[config.mk]
export PLATFORM = sky130hd
export DESIGN_NAME = ffsa_ctrl
export DESIGN_NICKNAME = d
export VERILOG_FILES = /design/src/rtl/ffsa_pkg.sv /design/src/rtl/ffsa_ctrl.sv
export SDC_FILE = /design/constraint.sdc
export NUM_CORES = 1
export LEC_CHECK = 0
export ABC_CLOCK_PERIOD_IN_PS = 1900
export BUFFER_PORTS_ARGS = -buffer_cell sky130_fd_sc_hd__buf_2
export CORE_MARGIN = 1.5
export CORE_UTILIZATION = 50
export DETAILED_ROUTE_END_ITERATION = 16
export PLACE_DENSITY = 0.78
export SYNTH_ARGS = -nofsm -noshare
export SYNTH_HDL_FRONTEND = slang
export SYNTH_SLANG_ARGS = --single-unit
[constraint.sdc]
create_clock -name clk -period 1.9 [get_ports clk]
set_input_delay 0.38 -clock clk [delete_from_list [all_inputs] [get_ports clk]]
set_output_delay 0.38 -clock clk [all_outputs]
set_load 0.1 [all_outputs]
[src/rtl/ffsa_pkg.sv]
// Shared types and constants for the first-fit segment allocator
`timescale 1ns / 1ps
package ffsa_pkg;

  localparam int DEF_MAX_BLOCKS   = 8;
  localparam int DEF_MAX_SEGMENTS = 16;
  localparam int DEF_ADDR_BITS    = 32;

  localparam logic [4:0]  RST_ALIGN_LOG2    = 5'd8;
  localparam logic [31:0] RST_NEW_BLOCK_LEN = 32'(16 * 1024 * 1024);

  localparam logic OP_ALLOC   = 1'b0;
  localparam logic OP_RELEASE = 1'b1;

  localparam logic CFG_ALIGN_LOG2    = 1'b0;
  localparam logic CFG_NEW_BLOCK_LEN = 1'b1;

  typedef enum logic [2:0] {
    ST_FREE     = 3'd0,
    ST_NEW      = 3'd1,
    ST_NO_SLOT  = 3'd2,
    ST_RELEASED = 3'd3,
    ST_UNKNOWN  = 3'd4,
    ST_FULL     = 3'd5,
    ST_TOO_BIG  = 3'd6
  } status_t;

  typedef enum logic [4:0] {
    DP_NOP,
    DP_LOAD,
    DP_READ,
    DP_INC_S,
    DP_INC_B,
    DP_SHRINK,
    DP_GRANT,
    DP_NEWBLK,
    DP_READ_K1,
    DP_WRITE_K,
    DP_DEC_CNT,
    DP_RCMP,
    DP_WR_BOTH,
    DP_WR_LEFT,
    DP_WR_RIGHT,
    DP_APPEND,
    DP_SU_INIT,
    DP_READ_KM1,
    DP_WRITE_K_DN,
    DP_SU_DONE,
    DP_EMIT
  } dp_op_t;

  typedef struct packed {
    dp_op_t  op;
    status_t status;
  } ctl_cmd_t;

  typedef struct packed {
    logic ovf;
    logic is_alloc;
    logic blk_ok;
    logic seg_ok;
    logic fit;
    logic exact;
    logic k_more;
    logic k_nz;
    logic has_left;
    logic has_right;
    logic full;
    logic off_zero;
    logic all_open;
    logic out_free;
  } dp_stat_t;

endpackage

[src/rtl/ffsa_ctrl.sv]
// Sequencer for allocate scans, list shifts, release merges and result hand-off
`timescale 1ns / 1ps
module ffsa_ctrl
  import ffsa_pkg::*;
(
  input  logic     clk,
  input  logic     rst_n,
  input  logic     in_valid,
  output logic     in_stall,
  input  dp_stat_t stat,
  output ctl_cmd_t cmd
);

  typedef enum logic [3:0] {
    S_IDLE,
    S_DISPATCH,
    S_A_CHK,
    S_A_CMP,
    S_A_NONE,
    S_SD_CHK,
    S_SD_WR,
    S_R_CHK,
    S_R_CMP,
    S_R_RES,
    S_SU_CHK,
    S_SU_WR,
    S_EMIT
  } state_t;

  state_t  state_r, state_nxt;
  status_t status_r, status_nxt;

  assign in_stall = state_r != S_IDLE;

  always_comb begin
    state_nxt  = state_r;
    status_nxt = status_r;
    cmd.op     = DP_NOP;
    cmd.status = status_r;
    case (state_r)
      S_IDLE: begin
        if (in_valid) begin
          cmd.op    = DP_LOAD;
          state_nxt = S_DISPATCH;
        end
      end
      S_DISPATCH: begin
        if (stat.is_alloc) begin
          if (stat.ovf) begin
            status_nxt = ST_TOO_BIG;
            state_nxt  = S_EMIT;
          end else begin
            state_nxt = S_A_CHK;
          end
        end else if (!stat.blk_ok) begin
          status_nxt = ST_UNKNOWN;
          state_nxt  = S_EMIT;
        end else begin
          state_nxt = S_R_CHK;
        end
      end
      S_A_CHK: begin
        if (!stat.blk_ok) begin
          state_nxt = S_A_NONE;
        end else if (!stat.seg_ok) begin
          cmd.op = DP_INC_B;
        end else begin
          cmd.op    = DP_READ;
          state_nxt = S_A_CMP;
        end
      end
      S_A_CMP: begin
        if (stat.fit) begin
          status_nxt = ST_FREE;
          if (stat.exact) begin
            cmd.op    = DP_GRANT;
            state_nxt = S_SD_CHK;
          end else begin
            cmd.op    = DP_SHRINK;
            state_nxt = S_EMIT;
          end
        end else begin
          cmd.op    = DP_INC_S;
          state_nxt = S_A_CHK;
        end
      end
      S_A_NONE: begin
        state_nxt = S_EMIT;
        if (stat.all_open) begin
          status_nxt = ST_NO_SLOT;
        end else begin
          cmd.op     = DP_NEWBLK;
          status_nxt = ST_NEW;
        end
      end
      S_SD_CHK: begin
        if (stat.k_more) begin
          cmd.op    = DP_READ_K1;
          state_nxt = S_SD_WR;
        end else begin
          cmd.op    = DP_DEC_CNT;
          state_nxt = S_EMIT;
        end
      end
      S_SD_WR: begin
        cmd.op    = DP_WRITE_K;
        state_nxt = S_SD_CHK;
      end
      S_R_CHK: begin
        if (stat.seg_ok) begin
          cmd.op    = DP_READ;
          state_nxt = S_R_CMP;
        end else begin
          state_nxt = S_R_RES;
        end
      end
      S_R_CMP: begin
        cmd.op    = DP_RCMP;
        state_nxt = S_R_CHK;
      end
      S_R_RES: begin
        status_nxt = ST_RELEASED;
        state_nxt  = S_EMIT;
        if (stat.has_left && stat.has_right) begin
          cmd.op    = DP_WR_BOTH;
          state_nxt = S_SD_CHK;
        end else if (stat.has_left) begin
          cmd.op = DP_WR_LEFT;
        end else if (stat.has_right) begin
          cmd.op = DP_WR_RIGHT;
        end else if (stat.full) begin
          status_nxt = ST_FULL;
        end else if (stat.off_zero) begin
          cmd.op    = DP_SU_INIT;
          state_nxt = S_SU_CHK;
        end else begin
          cmd.op = DP_APPEND;
        end
      end
      S_SU_CHK: begin
        if (stat.k_nz) begin
          cmd.op    = DP_READ_KM1;
          state_nxt = S_SU_WR;
        end else begin
          cmd.op    = DP_SU_DONE;
          state_nxt = S_EMIT;
        end
      end
      S_SU_WR: begin
        cmd.op    = DP_WRITE_K_DN;
        state_nxt = S_SU_CHK;
      end
      S_EMIT: begin
        if (stat.out_free) begin
          cmd.op    = DP_EMIT;
          state_nxt = S_IDLE;
        end
      end
      default: begin
        state_nxt = S_IDLE;
      end
    endcase
  end

  always_ff @(posedge clk) begin
    if (!rst_n) begin
      state_r  <= S_IDLE;
      status_r <= ST_FREE;
    end else begin
      state_r  <= state_nxt;
      status_r <= status_nxt;
    end
  end

endmodule

==> run summary, run 1 <==
The tools report the terminating stage of the flow as global routing (5_1_grt). The synthesis warning total was 0. The sequential share of the synthesized area was 15.9%; the sum of net half-perimeters after detailed placement was 2.45 mm. The flow did not finish. The number of clock buffers added by TritonCTS is 3. The cell sitting at the root of the clock tree is a sky130_fd_sc_hd__clkbuf_4. Worst-path endpoint category: an output port. The floorplan has 14 rows.

The placed instances occupy a cell area of 1330 um2. The number of hold buffers added after CTS was 0. The die height came out at 45.0 um.

26 I/O pins were placed. The first error in the log reads "[ERROR DPL-0038] Utilization greater than 100%, impossible to legalize". The congestion estimate from routability-driven global placement came to 0.975. Synthesis instantiated 40 different standard cells from the library. Entering global routing, the biggest net connects 18 pins.

The level count of the clock H-tree is 1. In this run, synthesis produced a sequential element count of 7. After technology mapping, the gate count stands at 134. Once the floorplan was initialized, standard cells occupied 55.9% of the core.

The deepest clock path buffer count was 2. The synthesized area per cell came out at 6.57 um2. Including well taps, the total number of placed cells is 193. The run gives 881 um2 as the area of the mapped netlist. In this run the horizontal extent of the chip is 45.0 um. Once global-route timing repair stopped, the endpoint with the least setup slack was cmd[4]. The count of buffers added on input and output ports is 25. The run gives 151 as the total nets after synthesis. For the count of clock tree sinks, the log shows 7.
-- synthesized netlist by cell type (all sizes together) --
library cell / count / area (um2)
nor4b: 1 / 8.76
nand3b: 1 / 7.51
a21oi: 11 / 55.1
a21o: 2 / 15.0
a311oi: 2 / 35.0
nor2b: 6 / 37.5
a22oi: 3 / 22.5
nand4bb: 2 / 22.5
o221a: 1 / 11.3
a32oi: 1 / 8.76
buf: 5 / 25.0
a211oi: 2 / 15.0
nor2: 16 / 60.1
mux2i: 2 / 20.0
o22ai: 3 / 18.8
nand2: 13 / 48.8
or4b: 1 / 13.8
dfxtp: 7 / 140
o211a: 1 / 10.0
o311ai: 1 / 8.76
o221ai: 1 / 8.76
o211ai: 3 / 22.5
clkbuf: 3 / 11.3
nand3: 3 / 15.0
o21a: 1 / 7.51
nor3: 7 / 35.0
o31a: 1 / 8.76
and2: 2 / 12.5
o31ai: 1 / 7.51
and2b: 2 / 15.0
nand2b: 5 / 31.3
o21ai: 13 / 65.1
or3b: 1 / 8.76
a31oi: 4 / 25.0
inv: 6 / 22.5
-- cells by family after synthesis --
logic type | count (synthesis) | synth area share [%]
AOI/OAI and AO/OA | 51 | 39.2
buffers and inverters | 14 | 6.68
and+or+nand+nor | 60 | 35.9
DFF | 7 | 15.9
muxes | 2 | 2.27
-- what timing repair did --
item / 4_1_cts
cloned: 0
gates resized for setup: 18
endpoints found under the setup margin: 5
pin swaps: 1
setup buffers: 1
-- through the flow --
step / worst slack, ns / utilization, % / TNS [ns]
after floorplan: -0.136 / - / -0.287
after global placement: -0.0454 / 84.6 / -0.0454
after detailed placement: -0.0305 / 84.6 / -0.0305
after CTS: -0.0906 / 91.7 / -0.241
==> run 2, diff against run 1 <==
--- a/config.mk
+++ b/config.mk
@@ -7,10 +7,10 @@
 export LEC_CHECK = 0
 export ABC_CLOCK_PERIOD_IN_PS = 1900
 export BUFFER_PORTS_ARGS = -buffer_cell sky130_fd_sc_hd__buf_2
-export CORE_MARGIN = 1.5
-export CORE_UTILIZATION = 50
+export CORE_AREA = 2 2 63 65
 export DETAILED_ROUTE_END_ITERATION = 16
-export PLACE_DENSITY = 0.78
+export DIE_AREA = 0 0 65 67
+export PLACE_DENSITY_LB_ADDON = 0.15
 export SYNTH_ARGS = -nofsm -noshare
 export SYNTH_HDL_FRONTEND = slang
 export SYNTH_SLANG_ARGS = --single-unit
==> run 2 against run 1 <==
Against the previous run: the flow now finishes, with violations (negative setup slack); area after synthesis unchanged; synthesized cell count unchanged.
==> run summary, run 2 <==
In the synthesized netlist the async set-or-reset flop fraction comes to 0%. The met2 layer usage reported by global route was 29.4%; the count of inserted antenna diode cells was 0. The logs give 4 for the count of TritonRoute iterations in the first routing pass and 1.52 ns for the data required time of the critical path. The via total after detailed routing came out at 1,245. The final reports fail on negative setup slack. The power density of the placed cells works out to 1990 nW/um2. The initial utilization of the core area, before any placement, comes to 24.4%.

The logs give 0 for the count of final hold-check violations and 7 for the count of clock tree sinks. For the arrival time at the worst endpoint, the log shows 1.60 ns. Critical path capture point type: a primary output. Summing all non-filler instances in the final layout gives an area of 1660 um2. For the number of max-slew violations in the final report, the log shows 0.

In the final layout, the registers with the most flip-flops are state_r x4, status_r x3. The tools report the core area as 3610 um2. The run gives 3 as the total CTS buffers. The share of cells above drive strength 1 works out to 49.2%. In the synthesized netlist, the cells that appear most often are 16 x sky130_fd_sc_hd__nor2_1, 13 x sky130_fd_sc_hd__nand2_1, 11 x sky130_fd_sc_hd__a21oi_1, 11 x sky130_fd_sc_hd__o21ai_0. The register with the most flip-flops in the layout has 4 of them. STA classifies the critical path startpoint as a register. The critical path in this run is classified as register to primary output.

The die height is 67 um, and the total wirelength of the detailed-routed design is 3.50 mm. The sequential share of the synthesized area was 15.9%. The ratio of final minimum period to clock period is 104%. After clock tree synthesis, the clock-pin slew on the worst setup and hold paths is 0.04 ns. state_r holds more flip-flops than any other register. The worst hold path passes through 2 cells. Wire length of the first global-routing pass: 5.68 mm. The logs give -0.0772 ns for the worst setup margin and 3310 uW for the total power consumption of the routed design.

The global routing stage identified its most utilized layer as met2. The final global-route overflow total is 0, and the number of flops mapped to enable cells by yosys is 0. The logs give 65 for the detailed router's first-iteration violation count and 16.9% for the overall track demand over capacity in global routing. The run finished, with violations left.

Number of max-cap violations: 0. After floorplanning, the core was divided into 22 placement rows. Counting along the longest clock path gives a buffer depth of 2. Routability-driven placement finished with a final weighted congestion of 0.876. The tools report the top-level port count as 26. Subtracting the final worst setup slack from the clock period gives 1.98 ns. The run gives 0 as the DRC violation count after routing. The die covers 4360 um2. The predominant post-synthesis flop cell was sky130_fd_sc_hd__dfxtp_1.

The post-synthesis sequential element count was 7; the via count of the first global-routing pass was 1,237. Most numerous cell in the Yosys netlist: sky130_fd_sc_hd__nor2_1. Once detail routing completed, the nets flagged for antenna violations numbered 0. The worst-case IR drop observed on VDD is 0.000565 V. Commonest non-fill, non-tap cell in the layout: sky130_fd_sc_hd__buf_4.

The top fanout value on the critical path works out to 6. Entering global routing, the biggest net connects 18 pins. For this run, the post-layout net count is 207. The top cell types in the final layout, fill and taps aside, are 29 x sky130_fd_sc_hd__buf_4, 19 x sky130_fd_sc_hd__buf_2, 14 x sky130_fd_sc_hd__nor2_1, 12 x sky130_fd_sc_hd__nand2_1. Cell type contributing the most total cell area after synthesis: sky130_fd_sc_hd__dfxtp_1.

Setup repair after global routing could not meet its margin everywhere. The headroom to the max-slew limit was 65.8%; the slew at the pin closest to its max-slew limit was 0.509 ns. The post-detailed-route wirelength per cell was 14.8 um. After technology mapping, the gate count stands at 134. The synthesis warning total was 0. Clock network latency to the later pin of the worst-skew pair: 0.22 ns.

Summing all placed instances gives a cell area of 1390 um2. For the global routing met3 resource utilization, the log shows 3.38%. Summed over all cells, the static leakage comes to 0.000672 uW. The level count of the clock H-tree is 1, and the die width is 65 um.

The logs give 22.1% for the global-route met1 utilization and 151 for the total nets after synthesis. TritonCTS built the clock tree. After legalization and detailed placement, the total HPWL measured 2.63 mm. In this run the cell area of the synthesized design comes to 881 um2. Count of buffers inserted at the top-level ports: 25. The run gives 0.000541 ns as the worst clock skew. The worst register-to-register path has a depth of 6.

Ranked by total cell area, the synthesized netlist is headed by sky130_fd_sc_hd__dfxtp_1 16%, sky130_fd_sc_hd__nor2_1 6.8%, sky130_fd_sc_hd__a21oi_1 6.3%. The vias per cell was 5.25; the number of setup violations in the final report was 4. The initial antenna violation count is 0. For this run, the top clock speed supported by timing is 0.506 GHz. The synthesized area per cell was 6.57 um2; the signed area change from the synthesized netlist to the final layout was 88.6%.

The number of distinct library cells after synthesis was 40; the share of Yosys cell area claimed by the top area cell type was 15.9%. The tools report the clock root buffer master as sky130_fd_sc_hd__clkbuf_8. The worst hold path belongs to the class primary input to register.
[run 2: kinds of logic (layout without fill, tap and decap cells)]
logic type / after synthesis / count (layout) / share of synthesized area [%]
compound gates: 51 / 51 / 39.2
buf+inv: 14 / 69 / 6.68
simple gates: 60 / 60 / 35.9
flops: 7 / 7 / 15.9
mux: 2 / 2 / 2.27
[run 2: final timing paths]
path                from     endpoint  slack (ns)
max           state_r[3]       cmd[4]       -0.08
min                rst_n   state_r[2]        0.44
max reg2reg   state_r[3]  status_r[2]        0.02
min reg2reg  status_r[1]  status_r[1]        0.50
[run 2: area by class of cell]
type	count	area [um2]
Multi-Input combinational cell	113	852
Timing Repair Buffer	59	527
Fill cell	359	1940
Inverter	6	22.5
Sequential cell	7	155
Clock buffer	4	45.0
Tap cell	48	60.1
[run 2: timing repair]
action / 4_1_cts / 5_1_grt
endpoints found under the setup margin: 5 / 7
hold buffers: 0 / 0
gates cloned: 1 / 0
buffers inserted: 7 / 0
pin swaps: 8 / 5
resized for setup: 25 / 12
[run 2: worst max-delay path, cell delays in order (launching register included)]
cell and delay [ns]:
sky130_fd_sc_hd__dfxtp_4 0.37, sky130_fd_sc_hd__buf_12 0.14, sky130_fd_sc_hd__buf_8 0.12, sky130_fd_sc_hd__nor2b_4 0.15
sky130_fd_sc_hd__a21oi_2 0.07, sky130_fd_sc_hd__o22ai_1 0.13, sky130_fd_sc_hd__nor2_1 0.09, sky130_fd_sc_hd__a21oi_4 0.13
sky130_fd_sc_hd__buf_12 0.18
[run 2: routing by layer]
| layer | routed length (um) | share of wire [%] |
|---|---|---|
| met5 | 0 | 0 |
| met4 | 0 | 0 |
| met3 | 182 | 5.2 |
| met2 | 1730 | 49 |
| met1 | 1590 | 45 |
[run 2: metrics by stage]
stage / cells / util (%) / TNS, ns / hold WS, ns / setup WS (ns)
final: 237 / 46.1 / -0.269 / 0.438 / -0.0772
after global routing: 237 / 46.1 / -0.603 / 0.438 / -0.159
after CTS: 237 / 45.0 / -0.260 / 0.432 / -0.0811
after detailed placement: 225 / 38.4 / -0.0778 / 0.497 / -0.0778
after global placement: 225 / 38.4 / -0.0795 / 0.476 / -0.0795
after floorplan: 134 / - / -0.287 / 0.502 / -0.136
[run 2: where the power goes]
part,leakage [uW],internal [uW],switching (uW)
logic,0.000589,1130,1600
registers,0.0000603,230,139
clock network,0.0000228,145,63.3
(Power assumes the default switching activity.)
